==> src/rtl/core/ivu_pkg.sv <==
// ivu_pkg: item types and command codes for the interval union tracker.
// No dependencies; imported by ivu_ctrl and interval_union_tracker.
package ivu_pkg;

	localparam int IN_BITS = 32;
	localparam int RC_BITS = 5;

	localparam logic [1:0] KIND_PAINT = 2'd0;
	localparam logic [1:0] KIND_QUERY = 2'd1;
	localparam logic [1:0] KIND_CLEAR = 2'd2;

	typedef struct packed {
		logic [1:0]         kind;
		logic [IN_BITS-1:0] start_pos;
		logic [IN_BITS-1:0] span_len;
	} ivu_cmd_t;

	typedef struct packed {
		logic               hit;
		logic               full_error;
		logic [RC_BITS-1:0] region_count;
	} ivu_rsp_t;

endpackage

==> src/rtl/core/interval_union_tracker.sv <==
// Interval union tracker: start/busy command input, one-cycle strobed result.
// Results cannot be held off by the receiver. A query makes one pass over the
// stored intervals and a paint at most two (one pass to find the merged span,
// one pass to shift table entries), each pass reading the table one entry at a
// time through its single read port; a clear or an empty paint makes no pass.
// The result strobe comes the cycle busy falls. Depends on ivu_pkg, ivu_ctrl,
// ivu_mem.
module interval_union_tracker #(
	parameter int MAX_REGIONS = 16,
	parameter int POS_BITS    = 32
) (
	input  logic              clk,
	input  logic              arst_n,
	input  logic              start,
	output logic              busy,
	input  ivu_pkg::ivu_cmd_t cmd,
	output logic              done,
	output ivu_pkg::ivu_rsp_t rsp
);
	import ivu_pkg::*;

	localparam int AW = $clog2(MAX_REGIONS);

	logic               rd_en, wr_en;
	logic [AW-1:0]      rd_addr, wr_addr;
	logic [2*POS_BITS-1:0] rd_data, wr_data;

	ivu_ctrl #(
		.MAX_REGIONS(MAX_REGIONS),
		.POS_BITS(POS_BITS)
	) u_ctrl (
		.clk(clk),
		.arst_n(arst_n),
		.start(start),
		.busy(busy),
		.cmd(cmd),
		.done(done),
		.rsp(rsp),
		.mem_rd_en(rd_en),
		.mem_rd_addr(rd_addr),
		.mem_rd_data(rd_data),
		.mem_wr_en(wr_en),
		.mem_wr_addr(wr_addr),
		.mem_wr_data(wr_data)
	);

	ivu_mem #(
		.DEPTH(MAX_REGIONS),
		.WIDTH(2*POS_BITS)
	) u_mem (
		.clk(clk),
		.rd_en(rd_en),
		.rd_addr(rd_addr),
		.rd_data(rd_data),
		.wr_en(wr_en),
		.wr_addr(wr_addr),
		.wr_data(wr_data)
	);

endmodule

==> src/rtl/core/ivu_mem.sv <==
// ivu_mem: interval table storage, one write port and one registered read port.
// Standalone; instantiated by interval_union_tracker.
module ivu_mem #(
	parameter int DEPTH = 16,
	parameter int WIDTH = 64
) (
	input  logic                     clk,
	input  logic                     rd_en,
	input  logic [$clog2(DEPTH)-1:0] rd_addr,
	output logic [WIDTH-1:0]         rd_data,
	input  logic                     wr_en,
	input  logic [$clog2(DEPTH)-1:0] wr_addr,
	input  logic [WIDTH-1:0]         wr_data
);

	logic [WIDTH-1:0] mem [DEPTH];

	always_ff @(posedge clk) begin
		if (wr_en) begin
			mem[wr_addr] <= wr_data;
		end
	end

	always_ff @(posedge clk) begin
		if (rd_en) begin
			rd_data <= mem[rd_addr];
		end
	end

endmodule

==> src/rtl/core/ivu_ctrl.sv <==
// ivu_ctrl: sequencer for paint, query and clear items over the interval table.
// Depends on ivu_pkg; drives the ports of ivu_mem.
module ivu_ctrl #(
	parameter int MAX_REGIONS = 16,
	parameter int POS_BITS    = 32
) (
	input  logic                                 clk,
	input  logic                                 arst_n,
	input  logic                                 start,
	output logic                                 busy,
	input  ivu_pkg::ivu_cmd_t                    cmd,
	output logic                                 done,
	output ivu_pkg::ivu_rsp_t                    rsp,
	output logic                                 mem_rd_en,
	output logic [$clog2(MAX_REGIONS)-1:0]       mem_rd_addr,
	input  logic [2*POS_BITS-1:0]                mem_rd_data,
	output logic                                 mem_wr_en,
	output logic [$clog2(MAX_REGIONS)-1:0]       mem_wr_addr,
	output logic [2*POS_BITS-1:0]                mem_wr_data
);
	import ivu_pkg::*;

	localparam int AW = $clog2(MAX_REGIONS);
	localparam int CW = $clog2(MAX_REGIONS + 1);
	localparam int PW = POS_BITS;
	localparam int QW = ((PW > IN_BITS) ? PW : IN_BITS) + 1;
	localparam logic [CW-1:0] MAX_C = CW'(MAX_REGIONS);
	localparam logic [QW-1:0] POS_MAX_W = {{(QW-PW){1'b0}}, {PW{1'b1}}};

	typedef enum logic [6:0] {
		ST_IDLE   = 7'b0000001,
		ST_PREP   = 7'b0000010,
		ST_SCAN   = 7'b0000100,
		ST_DECIDE = 7'b0001000,
		ST_MOVE   = 7'b0010000,
		ST_PUT    = 7'b0100000,
		ST_FIN    = 7'b1000000
	} state_t;

	state_t          state_q;
	logic [1:0]      kind_q;
	logic [PW-1:0]   s_q, e_q;
	logic [IN_BITS-1:0] len_q;
	logic [QW-1:0]   qe_q;
	logic [CW-1:0]   cnt_q, cnt_new_q, rd_q, rem_q, k_q, ins_q, off_q;
	logic            ins_found_q, hit_q, err_q, up_q, move_after_q, done_q;
	logic [AW-1:0]   first_q, put_q, idx_s1;
	logic            vld_s1;

	logic [QW-1:0]   start_w, start_sat, sum_w, end_sat;
	logic [PW-1:0]   rb, rf;
	logic            issue;
	logic [CW-1:0]   wr_idx, rem_dn;
	logic [CW+RC_BITS-1:0] cnt_ext;

	assign start_w   = QW'(cmd.start_pos);
	assign start_sat = (start_w > POS_MAX_W) ? POS_MAX_W : start_w;
	assign sum_w     = {{(QW-PW){1'b0}}, s_q} + QW'(len_q);
	assign end_sat   = (sum_w > POS_MAX_W) ? POS_MAX_W : sum_w;
	assign rb        = mem_rd_data[2*PW-1:PW];
	assign rf        = mem_rd_data[PW-1:0];
	assign rem_dn    = cnt_q - CW'(first_q) - k_q;
	assign wr_idx    = up_q ? (CW'(idx_s1) + CW'(1)) : (CW'(idx_s1) - off_q);

	always_comb begin
		issue = 1'b0;
		case (state_q)
			ST_SCAN: issue = (rd_q != cnt_q);
			ST_MOVE: issue = (rem_q != '0);
			default: issue = 1'b0;
		endcase
	end

	assign mem_rd_en   = issue;
	assign mem_rd_addr = rd_q[AW-1:0];

	always_comb begin
		mem_wr_en   = 1'b0;
		mem_wr_addr = put_q;
		mem_wr_data = {s_q, e_q};
		case (state_q)
			ST_PUT: mem_wr_en = 1'b1;
			ST_MOVE: begin
				mem_wr_en   = vld_s1;
				mem_wr_addr = wr_idx[AW-1:0];
				mem_wr_data = mem_rd_data;
			end
			default: mem_wr_en = 1'b0;
		endcase
	end

	// payload-style registers: no reset needed
	always_ff @(posedge clk) begin
		case (state_q)
			ST_IDLE: begin
				if (start) begin
					kind_q <= cmd.kind;
					s_q    <= start_sat[PW-1:0];
					len_q  <= cmd.span_len;
				end
			end
			ST_PREP: begin
				e_q         <= end_sat[PW-1:0];
				qe_q        <= sum_w;
				rd_q        <= '0;
				k_q         <= '0;
				ins_q       <= cnt_q;
				ins_found_q <= 1'b0;
				first_q     <= '0;
			end
			ST_SCAN: begin
				if (issue) begin
					rd_q   <= rd_q + CW'(1);
					idx_s1 <= rd_q[AW-1:0];
				end
				if (vld_s1 && kind_q == KIND_PAINT) begin
					// merge uses the union grown so far, entries arrive in order
					if (rf >= s_q && rb <= e_q) begin
						if (rb < s_q) s_q <= rb;
						if (rf > e_q) e_q <= rf;
						if (k_q == '0) first_q <= idx_s1;
						k_q <= k_q + CW'(1);
					end else if (!ins_found_q && rb > e_q) begin
						ins_found_q <= 1'b1;
						ins_q       <= CW'(idx_s1);
					end
				end
			end
			ST_DECIDE: begin
				move_after_q <= 1'b0;
				if (k_q == '0) begin
					put_q <= ins_q[AW-1:0];
					up_q  <= 1'b1;
					rd_q  <= cnt_q - CW'(1);
					rem_q <= cnt_q - ins_q;
				end else begin
					put_q        <= first_q;
					up_q         <= 1'b0;
					off_q        <= k_q - CW'(1);
					rd_q         <= CW'(first_q) + k_q;
					rem_q        <= rem_dn;
					move_after_q <= (k_q >= CW'(2)) && (rem_dn != '0);
				end
			end
			ST_MOVE: begin
				if (issue) begin
					idx_s1 <= rd_q[AW-1:0];
					rem_q  <= rem_q - CW'(1);
					rd_q   <= up_q ? (rd_q - CW'(1)) : (rd_q + CW'(1));
				end
			end
			ST_PUT: move_after_q <= 1'b0;
			default: ;
		endcase
	end

	always_ff @(posedge clk or negedge arst_n) begin
		if (!arst_n) begin
			state_q   <= ST_IDLE;
			cnt_q     <= '0;
			cnt_new_q <= '0;
			vld_s1    <= 1'b0;
			hit_q     <= 1'b0;
			err_q     <= 1'b0;
			done_q    <= 1'b0;
		end else begin
			done_q <= 1'b0;
			case (state_q)
				ST_IDLE: begin
					if (start) state_q <= ST_PREP;
				end
				ST_PREP: begin
					hit_q     <= 1'b0;
					err_q     <= 1'b0;
					vld_s1    <= 1'b0;
					cnt_new_q <= cnt_q;
					case (kind_q)
						KIND_PAINT: state_q <= (end_sat <= {{(QW-PW){1'b0}}, s_q}) ?
							ST_FIN : ST_SCAN;
						KIND_QUERY: state_q <= ST_SCAN;
						KIND_CLEAR: begin
							cnt_new_q <= '0;
							state_q   <= ST_FIN;
						end
						default: state_q <= ST_FIN;
					endcase
				end
				ST_SCAN: begin
					vld_s1 <= issue;
					if (vld_s1 && kind_q == KIND_QUERY) begin
						if ((rb <= s_q && rf > s_q) ||
						    (rb > s_q && QW'(rb) < qe_q)) hit_q <= 1'b1;
					end
					if (!issue && !vld_s1) state_q <= ST_DECIDE;
				end
				ST_DECIDE: begin
					if (kind_q != KIND_PAINT) begin
						state_q <= ST_FIN;
					end else if (k_q == '0) begin
						if (cnt_q >= MAX_C) begin
							err_q   <= 1'b1;
							state_q <= ST_FIN;
						end else begin
							cnt_new_q <= cnt_q + CW'(1);
							state_q   <= (ins_q != cnt_q) ? ST_MOVE : ST_PUT;
						end
					end else begin
						cnt_new_q <= cnt_q - k_q + CW'(1);
						state_q   <= ST_PUT;
					end
				end
				ST_MOVE: begin
					vld_s1 <= issue;
					if (!issue && !vld_s1) state_q <= up_q ? ST_PUT : ST_FIN;
				end
				ST_PUT: state_q <= move_after_q ? ST_MOVE : ST_FIN;
				ST_FIN: begin
					cnt_q   <= cnt_new_q;
					done_q  <= 1'b1;
					state_q <= ST_IDLE;
				end
				default: state_q <= ST_IDLE;
			endcase
		end
	end

	assign cnt_ext = {{RC_BITS{1'b0}}, cnt_q};

	assign busy             = (state_q != ST_IDLE);
	assign done             = done_q;
	assign rsp.hit          = hit_q;
	assign rsp.full_error   = err_q;
	assign rsp.region_count = cnt_ext[RC_BITS-1:0];

	a_one_shot: assert property (@(posedge clk) disable iff (!arst_n)
		done_q |=> !done_q)
		else $error("result strobe held longer than one cycle");

	a_cnt_range: assert property (@(posedge clk) disable iff (!arst_n)
		cnt_q <= MAX_C)
		else $error("stored count above table depth");

	a_no_rw_clash: assert property (@(posedge clk) disable iff (!arst_n)
		(mem_wr_en && mem_rd_en) |-> (mem_wr_addr != mem_rd_addr))
		else $error("table read and write hit the same entry");

	a_accept_busy: assert property (@(posedge clk) disable iff (!arst_n)
		(start && !busy) |=> (busy && !done_q))
		else $error("accepted item did not raise busy");

endmodule

==> config.mk <==
export PLATFORM = sky130hd
export DESIGN_NAME = interval_union_tracker
export DESIGN_NICKNAME = d
export VERILOG_FILES = /design/src/rtl/core/ivu_pkg.sv /design/src/rtl/core/interval_union_tracker.sv /design/src/rtl/core/ivu_mem.sv /design/src/rtl/core/ivu_ctrl.sv
export SDC_FILE = /design/constraint.sdc
export NUM_CORES = 2
export LEC_CHECK = 0
export ABC_AREA = 0
export BUFFER_PORTS_ARGS = -buffer_cell sky130_fd_sc_hd__buf_2
export CORE_MARGIN = 2
export CORE_UTILIZATION = 45
export DETAILED_ROUTE_END_ITERATION = 6
export PLACE_DENSITY = 0.66
export SLEW_MARGIN = 20
export SYNTH_ARGS = -nofsm -noshare
export SYNTH_HDL_FRONTEND = slang
export SYNTH_SLANG_ARGS = --single-unit
==> constraint.sdc <==
create_clock -name clk -period 12.6 [get_ports clk]
set_input_delay 2.52 -clock clk [delete_from_list [all_inputs] [get_ports clk]]
set_output_delay 2.52 -clock clk [all_outputs]
set_load 0.05 [all_outputs]
==> reports/qor.txt <==
Status: finished with violations
Failing checks: DRC
F_max: 0.183 GHz
TritonCTS clock tree: yes
Area contributors post-synth: edfxtp_1, mux4_2, ha_1
Area leader, netlist: edfxtp_1
First-pass GRT wire length: 207000 um
Post-cts resize count: 0
Initial Util: 45.4%
CP Max Fanout: 41
Total power: 11.3 mW
H-tree depth: 4
Ant. Diodes: 0
Final Max Slew Viols: 0
Hold-critical path depth: 2
Vias in the first global route: 30400
Register area share after synthesis: 68.3%
First-pass DRT Iterations: 7
Crit. End Element: flip-flop
Final min period: 5.47 ns
Fin crit share: 43.4%
Max Cap Viol: 0
P_leak: 21.9 nW
R2R depth: 19
R2R setup slack: 7.13 ns
Vias after detailed routing: 30800
Cell chain of the critical path: ha_1 > inv_1 > fa_1 > nand2b_1 > a21oi_2 > o21a_2 > a41oi_4 > or3_1 > a31o_2 > nand2b_1 > ha_1 > nand4_1 > nor3_1 > a221oi_1 > o21ai_0 > a221oi_1 > a311oi_1 > nor2_1 > o32ai_1
Global Route Usage Sum: 22.3%
Post-DP HPWL: 86700 um
Area fraction of the dominant cell type after synthesis: 67.3%
Ys Warns: 0
Max Root-Sink Buffers: 3
WL final: 141000 um
Core Util, Final: 51.2%
Routed vias/inst: 5.95
CORE AREA: 0.124 mm2
P per Cell Area: 179 mW/mm2
Main flop type after synthesis: edfxtp_1
Clock sinks: 1279
Fin. Hold Viols: 0
Die area: 0.127 mm2
# setup viols final: 0
Post-CTS Hold Buffers: 0
Clk pin slew, worst setup/hold paths: 0.06 ns
DRC Markers: 2
Global route overflow: 0
GPL Wtd Cong: 0.931
Post-CTS setup buffer count: 0
Hold Path Origin: u_ctrl.cnt_new_q[4]
Mean routed wirelength per cell: 27.2 um
Critical path type: flip-flop to flip-flop
Detailed Route Iter0 Violations: 3635
Hold WC Path Type: flip-flop to flip-flop
Synthesized instance count: 3242
Worst-margin pin slew: 1.11 ns
I/O Pins: 78
FF-to-FF Start: u_ctrl.s_q[0]
Worst Path Required: 13.24 ns
Post-synth EDFFs: 1258
WHS Endpoint: u_ctrl.cnt_q[4]
Total clock buffers created by CTS: 131
RR Endpoint: u_ctrl.state_q[2]
Worst-Skew Late Latency: 0.76 ns
Post-Route Setup TNS: 0 ns
Die Wd: 357 um
Critical Path Start: u_ctrl.s_q[0]
Critical path startpoint category: flip-flop
Fin nets: 3779
Antenna viol nets, final: 0
# rows: 129
Post-Syn Area: 0.0561 mm2
Slowest CP cell: a311oi_1
Syn_nets: 3579
Die Height: 357 um
#FFs+latches synth: 1279
Most common cell in the netlist: edfxtp_1
Slew headroom: 25.8%
WHS: 0.470 ns
Pin count of the biggest net entering global routing: 81
Area grow syn2layout: 12.7%
Peak VDD IR: 0.141 mV
PortBufs: 77
Synth unique cells: 73
Mean post-synth cell area: 17.3 um2
Most common library cells after synthesis: edfxtp_1, mux4_2, nand2_1, ha_1, inv_1
Initial antenna violation count: 11
Data arrival, critical path: 6.11 ns
Final Skew: 0.0351 ns
Async S/R FF share, synth: 1.64%
RSZ-0062 raised after global routing: no
Clock Tree Root: clkbuf_16
Share of cells above drive strength 1: 20.9%
CP max stage delay: 0.79 ns
## layout by cell type (no fill, tap or decap), types with 67 or more instances in the layout
cell type  synthesis  final
nand2_1          264    264
ha_1             259    259
edfxtp_1        1258   1258
a21o_1            67     67
o21ai_0          129    128
clkbuf_16          0    132
buf_4              2    122
inv_1            154    153
a21oi_1          117    117
buf_2             21     77
nor2_1           124    107
mux4_2           320    320
## critical path, delay by kind of cell, from the launching register on
family / cells / cell delay [ns]
AO/OA/AOI/OAI: 9 / 2.83
adder cells (fa/ha/maj): 3 / 0.80
AND/OR/NAND/NOR: 6 / 1.17
buffers and inverters: 1 / 0.07
flip-flops: 1 / 0.47
## kinds of logic (layout without fill, tap and decap cells)
family	count (synthesis)	count (layout)	synth area share, %
buf+inv	289	585	2.03
simple gates	560	560	4.49
xor+xnor	65	65	1.01
flops	1279	1279	68.3
fa+ha+maj	268	268	6.10
mux	329	329	13.0
compound gates	452	452	5.06
## layer usage
metal  global-route usage (%)  wire length, um  vias to the layer above  share of wire, %
li1                         -                -                    13300                 -
met1                     32.2            58900                    16000                42
met2                     35.3            67200                     1311                48
met3                     3.89            11500                      219               8.1
met4                     5.96             3090                       20               2.2
met5                        0              118                        -             0.084
## area by class of cell
| cell class | instances | area [um2] |
|---|---|---|
| timing repair buffer | 201 | 1340 |
| clock buffer | 163 | 3430 |
| fill | 10000 | 60400 |
| inverter | 155 | 582 |
| tap | 1637 | 2050 |
| sequential | 1279 | 38300 |
| multi-input combinational | 1674 | 16800 |
| clock inverter | 66 | 726 |
## where the power goes
group          switching, mW  leakage (nW)  internal [mW]
combinational           1.45          8.28          0.942
sequential            0.0656          11.6           5.06
clock                   1.63          2.02           2.16
total                   3.14          21.9           8.15
## worst max-delay path by stage
stage                     cells after the start                end
after global placement                       19  u_ctrl.state_q[2]
after global routing                         19  u_ctrl.state_q[2]
after floorplan                               4      u_ctrl.s_q[0]
final                                        19  u_ctrl.state_q[2]
after CTS                                    19  u_ctrl.state_q[2]
after detailed placement                     19  u_ctrl.state_q[2]
## flip-flops by register name, indices dropped and copies added, names as in the netlist, 5 cells and up
register          cells
u_ctrl.rem_q          5
u_ctrl.rd_q           5
u_ctrl.cnt_new_q      5
u_mem.rd_data        64
u_ctrl.e_q           32
u_ctrl.s_q           32
u_ctrl.cnt_q          5
u_ctrl.qe_q          33
u_ctrl.k_q            5
u_ctrl.ins_q          5
u_ctrl.len_q         32
u_ctrl.state_q        7
u_mem.mem          1024
## per-stage QoR
stage               worst slack [ns]  instances  area [um2]
floorplan                       6.53       3242       56100
detailed placement              7.34       4946       59100
finish                          7.13       5175       63200
CTS                             7.30       5175       63200
global placement                7.39       4945       59100
global route                    6.89       5175       63200
No activity file was read; power rests on OpenSTA's default activity.
